**src/sv/usmq_pkg.sv**
```systemverilog
package usmq_pkg;

  localparam logic [2:0] OP_ADD      = 3'd0;
  localparam logic [2:0] OP_ERASE    = 3'd1;
  localparam logic [2:0] OP_CONTAINS = 3'd2;
  localparam logic [2:0] OP_GET      = 3'd3;
  localparam logic [2:0] OP_CLEAR    = 3'd4;

  localparam logic signed [31:0] INT_MAX = 32'sh7fff_ffff;

  typedef enum logic [2:0] {
    ST_IDLE,
    ST_DECODE,
    ST_SCAN,
    ST_SHIFT_INIT,
    ST_SHIFT,
    ST_GET_RD,
    ST_FINISH
  } ctl_state_t;

  // commands from the controller to the datapath
  typedef struct packed {
    logic capture;
    logic scan;
    logic shift_init;
    logic shift;
    logic get_rd;
    logic commit;
  } cmd_t;

  // status from the datapath to the controller
  typedef struct packed {
    logic [2:0] func;
    logic       more;
    logic       pend;
    logic       hit;
    logic       get_ok;
    logic       out_free;
  } stat_t;

endpackage

```
**src/sv/usmq_ram.sv**
```systemverilog
module usmq_ram #(
  parameter int WIDTH = 32,
  parameter int DEPTH = 64
) (
  input  logic                     clk,
  input  logic                     wr_en,
  input  logic [$clog2(DEPTH)-1:0] wr_addr,
  input  logic [WIDTH-1:0]         wr_data,
  input  logic                     rd_en,
  input  logic [$clog2(DEPTH)-1:0] rd_addr,
  output logic [WIDTH-1:0]         rd_data
);

  logic [WIDTH-1:0] mem [DEPTH];

  always_ff @(posedge clk) begin
    if (wr_en) begin
      mem[wr_addr] <= wr_data;
    end
    if (rd_en) begin
      rd_data <= mem[rd_addr];
    end
  end

endmodule

```
**src/sv/usmq_datapath.sv**
```systemverilog
module usmq_datapath #(
  parameter int CAPACITY = 64
) (
  input  logic                clk,
  input  logic                rst_n,
  input  logic [2:0]          in_func,
  input  logic signed [31:0]  in_value,
  input  logic [5:0]          in_position,
  input  usmq_pkg::cmd_t      cmd,
  output usmq_pkg::stat_t     stat,
  input  logic                out_ready,
  output logic                out_valid,
  output logic                out_found,
  output logic signed [31:0]  out_read_value,
  output logic signed [31:0]  out_smallest,
  output logic [6:0]          out_count,
  output logic                out_error
);

  localparam int AW  = $clog2(CAPACITY);
  localparam int IW  = $clog2(CAPACITY + 1);
  localparam int PCW = (IW > 6) ? IW : 6;

  logic [2:0]         func_r;
  logic signed [31:0] value_r;
  logic [5:0]         pos_r;
  logic [IW-1:0]      occ_r, occ_nxt;
  logic signed [31:0] min_r, min_nxt;
  logic [IW-1:0]      idx_r, idx_nxt;
  logic               pend_r, pend_nxt;
  logic [AW-1:0]      pidx_r, pidx_nxt;
  logic               hit_r, hit_nxt;
  logic [AW-1:0]      at_r, at_nxt;
  logic signed [31:0] run_min_r, run_min_nxt;
  logic signed [31:0] pmin_r, pmin_nxt;

  logic               out_valid_r, out_valid_nxt;
  logic               found_r, found_nxt;
  logic signed [31:0] rdv_r, rdv_nxt;
  logic signed [31:0] small_r, small_nxt;
  logic [6:0]         count_r, count_nxt;
  logic               err_r, err_nxt;

  logic               more, full, get_ok, out_free;
  logic               rd_en, wr_en;
  logic [AW-1:0]      rd_addr, wr_addr;
  logic [31:0]        wr_data, rdata;
  logic signed [31:0] rdata_s;

  // result of the operation, valid during commit
  logic [IW-1:0]      occ_c;
  logic signed [31:0] min_c, rdv_c;
  logic               found_c, err_c;

  usmq_ram #(
    .WIDTH(32),
    .DEPTH(CAPACITY)
  ) u_ram (
    .clk    (clk),
    .wr_en  (wr_en),
    .wr_addr(wr_addr),
    .wr_data(wr_data),
    .rd_en  (rd_en),
    .rd_addr(rd_addr),
    .rd_data(rdata)
  );

  assign rdata_s  = $signed(rdata);
  assign more     = idx_r < occ_r;
  assign full     = occ_r == IW'(CAPACITY);
  assign get_ok   = PCW'(pos_r) < PCW'(occ_r);
  assign out_free = !out_valid_r || out_ready;

  assign stat.func     = func_r;
  assign stat.more     = more;
  assign stat.pend     = pend_r;
  assign stat.hit      = hit_r;
  assign stat.get_ok   = get_ok;
  assign stat.out_free = out_free;

  // memory ports
  always_comb begin
    rd_en   = 1'b0;
    rd_addr = idx_r[AW-1:0];
    wr_en   = 1'b0;
    wr_addr = occ_r[AW-1:0];
    wr_data = value_r;
    if ((cmd.scan || cmd.shift) && more) begin
      rd_en = 1'b1;
    end
    if (cmd.get_rd) begin
      rd_en   = 1'b1;
      rd_addr = AW'(pos_r);
    end
    if (cmd.shift && pend_r) begin
      // move entry down by one place
      wr_en   = 1'b1;
      wr_addr = pidx_r - AW'(1);
      wr_data = rdata;
    end
    if (cmd.commit && func_r == usmq_pkg::OP_ADD && !full) begin
      wr_en = 1'b1;
    end
  end

  // operation result
  always_comb begin
    occ_c   = occ_r;
    min_c   = min_r;
    rdv_c   = '0;
    found_c = 1'b0;
    err_c   = 1'b0;
    case (func_r)
      usmq_pkg::OP_ADD: begin
        if (full) begin
          err_c = 1'b1;
        end else begin
          occ_c = occ_r + IW'(1);
          if (value_r < min_r) begin
            min_c = value_r;
          end
        end
      end
      usmq_pkg::OP_ERASE: begin
        found_c = hit_r;
        if (hit_r) begin
          occ_c = occ_r - IW'(1);
          min_c = pmin_r;
        end
      end
      usmq_pkg::OP_CONTAINS: begin
        found_c = hit_r;
      end
      usmq_pkg::OP_GET: begin
        if (get_ok) begin
          rdv_c = rdata_s;
        end else begin
          err_c = 1'b1;
        end
      end
      usmq_pkg::OP_CLEAR: begin
        occ_c = '0;
        min_c = usmq_pkg::INT_MAX;
      end
      default: begin
      end
    endcase
  end

  always_comb begin
    idx_nxt       = idx_r;
    pend_nxt      = pend_r;
    pidx_nxt      = pidx_r;
    hit_nxt       = hit_r;
    at_nxt        = at_r;
    run_min_nxt   = run_min_r;
    pmin_nxt      = pmin_r;
    occ_nxt       = occ_r;
    min_nxt       = min_r;
    out_valid_nxt = out_valid_r;
    found_nxt     = found_r;
    rdv_nxt       = rdv_r;
    small_nxt     = small_r;
    count_nxt     = count_r;
    err_nxt       = err_r;

    if (cmd.capture) begin
      idx_nxt     = '0;
      pend_nxt    = 1'b0;
      hit_nxt     = 1'b0;
      at_nxt      = '0;
      run_min_nxt = usmq_pkg::INT_MAX;
      pmin_nxt    = usmq_pkg::INT_MAX;
    end

    if (cmd.scan) begin
      pend_nxt = more;
      if (more) begin
        idx_nxt  = idx_r + IW'(1);
        pidx_nxt = idx_r[AW-1:0];
      end
      if (pend_r) begin
        // keep the minimum of the entries ahead of the last match
        if (rdata_s == value_r) begin
          hit_nxt  = 1'b1;
          at_nxt   = pidx_r;
          pmin_nxt = run_min_r;
        end
        if (rdata_s < run_min_r) begin
          run_min_nxt = rdata_s;
        end
      end
    end

    if (cmd.shift_init) begin
      idx_nxt = IW'(at_r) + IW'(1);
    end

    if (cmd.shift) begin
      pend_nxt = more;
      if (more) begin
        idx_nxt  = idx_r + IW'(1);
        pidx_nxt = idx_r[AW-1:0];
      end
      if (pend_r && rdata_s < pmin_r) begin
        pmin_nxt = rdata_s;
      end
    end

    if (cmd.commit) begin
      occ_nxt       = occ_c;
      min_nxt       = min_c;
      out_valid_nxt = 1'b1;
      found_nxt     = found_c;
      rdv_nxt       = rdv_c;
      small_nxt     = min_c;
      count_nxt     = 7'(occ_c);
      err_nxt       = err_c;
    end else if (out_ready) begin
      out_valid_nxt = 1'b0;
    end
  end

  always_ff @(posedge clk) begin
    if (!rst_n) begin
      occ_r       <= '0;
      min_r       <= usmq_pkg::INT_MAX;
      pend_r      <= 1'b0;
      hit_r       <= 1'b0;
      out_valid_r <= 1'b0;
    end else begin
      occ_r       <= occ_nxt;
      min_r       <= min_nxt;
      pend_r      <= pend_nxt;
      hit_r       <= hit_nxt;
      out_valid_r <= out_valid_nxt;
    end
  end

  always_ff @(posedge clk) begin
    if (cmd.capture) begin
      func_r  <= in_func;
      value_r <= in_value;
      pos_r   <= in_position;
    end
    idx_r     <= idx_nxt;
    pidx_r    <= pidx_nxt;
    at_r      <= at_nxt;
    run_min_r <= run_min_nxt;
    pmin_r    <= pmin_nxt;
    found_r   <= found_nxt;
    rdv_r     <= rdv_nxt;
    small_r   <= small_nxt;
    count_r   <= count_nxt;
    err_r     <= err_nxt;
  end

  assign out_valid      = out_valid_r;
  assign out_found      = found_r;
  assign out_read_value = rdv_r;
  assign out_smallest   = small_r;
  assign out_count      = count_r;
  assign out_error      = err_r;

  a_occ_bound: assert property (@(posedge clk) disable iff (!rst_n)
    occ_r <= IW'(CAPACITY))
    else $error("occupancy beyond capacity");

  a_empty_min: assert property (@(posedge clk) disable iff (!rst_n)
    occ_r == '0 |-> min_r == usmq_pkg::INT_MAX)
    else $error("empty set with a minimum other than the largest value");

  a_commit_free: assert property (@(posedge clk) disable iff (!rst_n)
    cmd.commit |-> out_free)
    else $error("result overwritten before it was taken");

  a_shift_addr: assert property (@(posedge clk) disable iff (!rst_n)
    (cmd.shift && pend_r) |-> (pidx_r != '0) && (IW'(pidx_r) < occ_r))
    else $error("shift write outside the stored entries");

endmodule

```
**src/sv/usmq_ctrl.sv**
```systemverilog
module usmq_ctrl (
  input  logic            clk,
  input  logic            rst_n,
  input  logic            in_valid,
  output logic            in_ready,
  input  usmq_pkg::stat_t stat,
  output usmq_pkg::cmd_t  cmd
);

  usmq_pkg::ctl_state_t state_r, state_nxt;

  always_ff @(posedge clk) begin
    if (!rst_n) begin
      state_r <= usmq_pkg::ST_IDLE;
    end else begin
      state_r <= state_nxt;
    end
  end

  always_comb begin
    state_nxt = state_r;
    cmd       = '0;
    in_ready  = 1'b0;
    case (state_r)
      usmq_pkg::ST_IDLE: begin
        in_ready = 1'b1;
        if (in_valid) begin
          cmd.capture = 1'b1;
          state_nxt   = usmq_pkg::ST_DECODE;
        end
      end
      usmq_pkg::ST_DECODE: begin
        if (stat.func inside {usmq_pkg::OP_ERASE, usmq_pkg::OP_CONTAINS}) begin
          state_nxt = usmq_pkg::ST_SCAN;
        end else if (stat.func == usmq_pkg::OP_GET && stat.get_ok) begin
          state_nxt = usmq_pkg::ST_GET_RD;
        end else begin
          state_nxt = usmq_pkg::ST_FINISH;
        end
      end
      usmq_pkg::ST_SCAN: begin
        cmd.scan = 1'b1;
        if (!stat.more && !stat.pend) begin
          if (stat.func == usmq_pkg::OP_ERASE && stat.hit) begin
            state_nxt = usmq_pkg::ST_SHIFT_INIT;
          end else begin
            state_nxt = usmq_pkg::ST_FINISH;
          end
        end
      end
      usmq_pkg::ST_SHIFT_INIT: begin
        cmd.shift_init = 1'b1;
        state_nxt      = usmq_pkg::ST_SHIFT;
      end
      usmq_pkg::ST_SHIFT: begin
        cmd.shift = 1'b1;
        if (!stat.more && !stat.pend) begin
          state_nxt = usmq_pkg::ST_FINISH;
        end
      end
      usmq_pkg::ST_GET_RD: begin
        cmd.get_rd = 1'b1;
        state_nxt  = usmq_pkg::ST_FINISH;
      end
      usmq_pkg::ST_FINISH: begin
        if (stat.out_free) begin
          cmd.commit = 1'b1;
          state_nxt  = usmq_pkg::ST_IDLE;
        end
      end
      default: begin
        state_nxt = usmq_pkg::ST_IDLE;
      end
    endcase
  end

endmodule

```
**src/sv/unsorted_set_with_min_query_core.sv**
```systemverilog
// bounded set of signed 32-bit values held in insertion order in a single
// memory of CAPACITY words (one write and one registered read port). each
// item is one request (add, erase, contains, get, clear) and yields exactly
// one result item carrying the match flag, the value read, the minimum of
// the stored values (0x7fffffff when empty) and the entry count after the
// operation. an add to a full set and a get at or beyond the count are
// ignored and flagged on out_error; unused function codes change nothing.
// one item is in work at a time. add, clear and an out-of-range get go from
// decode straight to finish, an in-range get reads one word first, contains
// scans all entries, and erase scans them and then shifts: a scan over
// the entries through the memory read port finds the last match and a second
// pass shifts the later entries down one word a cycle; the minimum is
// carried along both passes, so no extra pass is needed. the longest
// operation is an erase of the first entry of a full set. a finished result
// sits in an output register, and the next item is taken while it waits to
// be collected
module unsorted_set_with_min_query_core #(
  parameter int CAPACITY = 64
) (
  input  logic               clk,
  input  logic               rst_n,
  // request channel
  input  logic               in_valid,
  output logic               in_ready,
  input  logic [2:0]         in_func,
  input  logic signed [31:0] in_value,
  input  logic [5:0]         in_position,
  // result channel
  output logic               out_valid,
  input  logic               out_ready,
  output logic               out_found,
  output logic signed [31:0] out_read_value,
  output logic signed [31:0] out_smallest,
  output logic [6:0]         out_count,
  output logic               out_error
);

  // command and status bundles between sequencer and datapath
  usmq_pkg::cmd_t  cmd;
  usmq_pkg::stat_t stat;

  // sequencer: steps through decode, scan, shift, read and finish
  usmq_ctrl u_ctrl (
    .clk     (clk),
    .rst_n   (rst_n),
    .in_valid(in_valid),
    .in_ready(in_ready),
    .stat    (stat),
    .cmd     (cmd)
  );

  // datapath: entry memory, count, running minimum and result register
  usmq_datapath #(
    .CAPACITY(CAPACITY)
  ) u_dp (
    .clk           (clk),
    .rst_n         (rst_n),
    .in_func       (in_func),
    .in_value      (in_value),
    .in_position   (in_position),
    .cmd           (cmd),
    .stat          (stat),
    .out_ready     (out_ready),
    .out_valid     (out_valid),
    .out_found     (out_found),
    .out_read_value(out_read_value),
    .out_smallest  (out_smallest),
    .out_count     (out_count),
    .out_error     (out_error)
  );

endmodule
```
**config.mk**
```make
export PLATFORM = sky130hd
export DESIGN_NAME = unsorted_set_with_min_query_core
export DESIGN_NICKNAME = d
export VERILOG_FILES = /design/src/sv/usmq_pkg.sv /design/src/sv/usmq_ram.sv /design/src/sv/usmq_datapath.sv /design/src/sv/usmq_ctrl.sv /design/src/sv/unsorted_set_with_min_query_core.sv
export SDC_FILE = /design/constraint.sdc
export NUM_CORES = 2
export LEC_CHECK = 0
export BUFFER_PORTS_ARGS = -buffer_cell sky130_fd_sc_hd__buf_4
export CORE_MARGIN = 10
export CORE_UTILIZATION = 40
export CTS_BUF_LIST = sky130_fd_sc_hd__clkbuf_4 sky130_fd_sc_hd__clkbuf_8
export DETAILED_ROUTE_END_ITERATION = 7
export SLEW_MARGIN = 10
export SYNTH_ARGS = -nofsm -noshare
export SYNTH_HDL_FRONTEND = slang
export SYNTH_SLANG_ARGS = --single-unit
```
**constraint.sdc**
```tcl
create_clock -name clk -period 10 [get_ports clk]
set_clock_uncertainty 0.1 [all_clocks]
set_input_delay 2 -clock clk [delete_from_list [all_inputs] [get_ports clk]]
set_output_delay 2 -clock clk [all_outputs]
set_load 0.005 [all_outputs]
```
## Word-level counts from Yosys, hierarchy flattened

Memory sizes are Yosys's and may differ from the RTL's. A register that Yosys moved wholly into a read port is not among the register bits.
Cells that the tools add are included.

- $add $sub $neg: 5
- $lt $le $gt $ge: 5
- Reduce and logical (&&, ||, !) cells: 22
- Multiplexer cells: 69
- Eq/ne operators: 16

Operators with widths:

| kind | count |
|---|---|
| $mux 32 | 14 |
| $lt 32x32->1 | 3 |
| $pmux 32 s3 | 1 |
| $mux 6 | 10 |
| $mux 7 | 8 |
| $eq 32x32->1 | 1 |
| $mux 1 | 26 |
| $pmux 3 s7 | 1 |
| $pmux 7 s3 | 1 |
| $mux 3 | 6 |
| $add 7x1->7 const B | 2 |
| $eq 3x2->1 const B | 4 |
| $eq 3x3->1 const B | 4 |
| $logic_and 1x1->1 | 8 |
| $add 6x1->7 const B | 1 |
| $eq 7x7->1 const B | 1 |
| $lt 6x7->1 | 1 |
| $lt 7x7->1 | 1 |
| $sub 7x1->7 const B | 1 |
| $eq 3x1->1 const B | 2 |
| $logic_not 3->1 | 2 |
| $ne 2x1->1 const B | 3 |
| $sub 6x1->6 const B | 1 |
| $logic_not 1->1 | 4 |
| other kinds (9) | 11 |

- Logic and storage cells: 137
- Memories kept: 1
- Bits in writable memories: 2048
- Bits in registers: 242

Memories:

| name | words | width | read ports | clocked after memory_dff | write ports | line | source |
|---|---|---|---|---|---|---|---|
| u_dp.u_ram.mem | 64 | 32 | 1 | 1 | 1 | usmq_ram.sv:14 | `logic [WIDTH-1:0] mem [DEPTH];` |

## Logic depth before layout (Yosys ltp)

- Depth in word-level cells: 9
- Gate-level depth with buffers: 13
- Depth with buffers taken out: 10

## Cells and area by module

From an unflattened synthesis, not the netlist that was laid out.

- Cell total of the unflattened synthesis: 4953
- Area total of the unflattened synthesis: 93524.7 µm²

By module, submodules not included:

| module | cells each | area each (µm²) | instances |
|---|---|---|---|
| usmq_ram | 3324 | 78835.6 | 1 |
| usmq_datapath | 1590 | 14367.5 | 1 |
| usmq_ctrl | 39 | 321.6 | 1 |

## Worst setup path after synthesis

No wires, ideal clock.

- Path kind: input -> register
- Start: in out_ready
- End: reg u_dp.occ_r[0]
- Data required time: 9.772 ns
- Stages: 5
- Slack: 4.774 ns
- Arrival: 4.998 ns
- Path buffers: 1
- Cell sequence: nor2b_1 -> nor2_1 -> clkbuf_1 -> mux2i_1 -> nor2_1

RTL lines:

| item | line | source |
|---|---|---|
| start: declaration | unsorted_set_with_min_query_core.sv:30 | `input logic out_ready,` |
| end signal: assignment | usmq_datapath.sv:232 | `occ_r <= occ_nxt;` |
| end: declaration | usmq_datapath.sv:27 | `logic [IW-1:0] occ_r, occ_nxt;` |

## Worst setup path after layout

- Start: reg u_ctrl.state_r[0]
- End: reg u_dp.u_ram.rd_data[10] (read register of u_dp.u_ram.mem) (data pin)

- Word-level cells in the longest chain between the ends: 6

Ends and longest elaborated chain:

| item | line | source |
|---|---|---|
| start: declaration | usmq_ctrl.sv:10 | `usmq_pkg::ctl_state_t state_r, state_nxt;` |
| start signal: assignment | usmq_ctrl.sv:14 | `state_r <= usmq_pkg::ST_IDLE;` |
| start signal: assignment | usmq_ctrl.sv:16 | `state_r <= state_nxt;` |
| $eq 3x2->1 or $eq 3x3->1 (tied branches) | usmq_ctrl.sv:24 | `case (state_r)` |
| $mux 1 | usmq_ctrl.sv:24 |  |
| $logic_or 1x1->1 | usmq_datapath.sv:88 | `if ((cmd.scan \|\| cmd.shift) && more) begin` |
| $logic_and 1x1->1 | usmq_datapath.sv:88 |  |
| $mux 1 | usmq_datapath.sv:88 |  |
| $mux 1 | usmq_datapath.sv:91 | `if (cmd.get_rd) begin` |
| end: declaration | usmq_ram.sv:11 | `output logic [WIDTH-1:0] rd_data` |

Several ways; a longest one is shown, not always the timed one.
A chain may end at the register's enable or synchronous reset.

==> results.ini <==
[layout]
layout-drive-gt1-share=0.1708
area_growth_pct=12.78
fillers=20886
design_area_um2=108100
multi_input_area_um2=25810
final_core_util=0.4539
final-seq-area_um2=68450
fin_cells=10478
fin_nets=7191

[routing]
wl_per_cell_um=29.84
ant_nets=0
dr.pass1.iters=8
route.detailed.drc=0
drt-total-wl_um=312700
drt-vias-per-instance=5.967
via_count=62520
drt_iter0_drc=8795

[cts]
cts_hold_buf=0
clock_latency_ns=1.08
root_buffer=clkbuf_8
clk_pin_slew_worst_paths_ns=0.06
post_cts_buffers=0
clock_path_buffers=4
cts_made_buffers=381
cts_tree=yes
htree_levels=5
cts_repair_resize_count=0
clock-sinks=2322

[floorplan]
die_w_um=509.4
io_pins=120
die-height_um=509.4
core.rowCount=179
dieArea_um2=259500
initial_core_util=0.4025
core-area_um2=238100

[sta]
slew_headroom=0.07822
setup_tns_ns=0
max_freq_ghz=0.1715
min_period_ns=5.830
report.final.slew_viol_count=0
period_share=0.5830
worst_pin_slew_ns=1.378
finalSetupViolCount=0
finalHoldViolations=0
grt_setup_unrepaired=no

[critical_path]
critical_path_class=reg2reg
path_max_fanout=103
crit_family=simple AND/OR/NAND/NOR gates
timing.rr.end=u_dp.u_ram.rd_data[10]
cp_slowest_cell=nor4_1
cp.required_ns=10.67
crit_chain=nand3b_4 > a21oi_4 > buf_12 > buf_12 > mux4_2 > a22oi_1 > buf_4 > nand2_1 > nor4_1 > nand4_1
worstPathArrival_ns=6.50
r2r_start=u_ctrl.state_r[0]
start_kind=flop
crit_buf_inv=3
cp_common_cell=buf_12
reg2reg_slack_ns=4.17
max_stage_delay_ns=1.00
end_kind=flop
reg2reg_depth=10

[global_routing]
grtUsageTotal=0.2334
antenna_found_initial=26
overflow=0
grt_start_max_net_pins=125
grt_pass1_vias=59152
grt_pass1_wl_um=441400

[synth]
avgSynthCellArea_um2=14.15
synth_most_common_cell=edfxtp_1
syn_area_um2=95820
synthArstFlopShare=0
yosys_register_bits=2322
yosysWarnings=0
synth_top_cells_by_count=edfxtp_1, nand2_1, nand3_1
synthCells=6772
synthFlopType=edfxtp_1
synth_top_area_cell=edfxtp_1
synth_top_area_share=0.6876
synth_cell_type_count=77
yosys-top-cells-area=edfxtp_1, nand2_1, mux4_2
synth_edf_count=2194
seq_area_frac_synth=0.7143
synth_nets=6926

[outcome]
outcome=finished, final reports clean

[place]
io_buffers=119
dp_hpwl_um=186600
placed_cell_area_um2=101000
dp_cells=9819
gp_congestion=0.8957

[power_and_ir_drop]
powerDensity_nw_per_um2=259.1
cellLeakagePower_nw=36.55
ir_worst_vdd_uv=394.7
finalPower_mw=28.00

[run]
maxCapViolations=0

[min_path]
min_path_cells=2
worstHoldPathType=reg2reg
holdPathEnd=u_dp.hit_r
hp-start=u_dp.hit_r

per-layer routing:
layer	routed length, um	GRT usage
met5	124	0
met1	121500	0.3155
met3	36250	0.06308
met2	140400	0.3574
met4	14360	0.09637
layout make-up:
cell class,instances,area share
multi-input cells,3912,0.2389
repair buffers,301,0.02194
inverters,119,0.004157
clock inverters,128,0.005940
diodes,8,0.0001852
well taps,3167,0.03667
flip-flops and latches,2322,0.6334
clock buffers,521,0.05889
metrics by stage:
| step | hold WS [ns] | worst slack [ns] |
|---|---|---|
| global route | 0.3926 | 4.067 |
| floorplan | 0.3675 | 4.774 |
| finish | 0.3606 | 4.170 |
| detailed placement | 0.3544 | 4.226 |
| global placement | 0.3437 | 4.232 |
| CTS | 0.3629 | 4.293 |
state kept, by name, indices dropped and copies added (netlist names), 7 cells and up:
name                 flops
u_dp.idx_r               7
u_dp.min_r              32
u_dp.occ_r               7
u_dp.out_count           7
u_dp.out_read_value     32
u_dp.out_smallest       32
u_dp.pmin_r             32
u_dp.run_min_r          32
u_dp.u_ram.mem        2048
u_dp.u_ram.rd_data      32
u_dp.value_r            32
worst max path at each step:
stage	cells after the start	to	slack, ns	startpoint
3_5_place_dp	7	u_dp.u_ram.mem[62][4]	4.23	out_ready
6_report	10	u_dp.u_ram.rd_data[10]	4.17	u_ctrl.state_r[0]
5_1_grt	9	u_dp.u_ram.rd_data[17]	4.07	u_ctrl.state_r[0]
4_1_cts	10	u_dp.u_ram.rd_data[10]	4.29	u_ctrl.state_r[0]
3_3_place_gp	7	u_dp.u_ram.mem[63][5]	4.23	out_ready
2_1_floorplan	5	u_dp.occ_r[0]	4.77	out_ready
report_power, final:
group,total [mW],internal (mW),switching (mW)
clock network,7.91,4.18,3.72
logic,8.00,2.27,5.73
registers,12.1,11.7,0.418
total,28.0,18.1,9.87
placed cells by master, fill, tap and decap left out, types with 116 or more instances in the layout:
cell type | Yosys | routed
edfxtp_1 | 2194 | 2194
nand2_1 | 1332 | 1298
nand3_1 | 450 | 450
clkbuf_8 | 0 | 392
buf_4 | 42 | 292
nor2_1 | 338 | 263
mux4_2 | 204 | 204
a21oi_1 | 160 | 156
clkbuf_4 | 0 | 129
dfxtp_1 | 128 | 127
a22oi_1 | 123 | 123
inv_1 | 118 | 118
o21ai_0 | 118 | 116
worst register-to-register path, cell delays in order, from the launching register on:
cell      delay (ns)
dfxtp_1         0.79
nand3b_4        0.47
a21oi_4         0.43
buf_12          0.43
buf_12          0.85
mux4_2          0.78
a22oi_1         0.20
buf_4           0.24
nand2_1         0.09
nor4_1          1.00
nand4_1         0.21
logic make-up (layout without fill, tap and decap cells):
logic type               count (synthesis)  in the layout  share of synthesized area
multiplexers                           311            311                    0.05974
AND/OR/NAND/NOR                       2589           2589                     0.1199
buffers and inverters                  538           1069                    0.02508
XOR/XNOR                                43             43                   0.003930
adder cells (fa/ha/maj)                109            109                    0.01423
AO/OA/AOI/OAI                          860            860                    0.06276
flip-flops                            2322           2322                     0.7143
other                                    0              8                          0
Power figures use the tool's default switching activity.
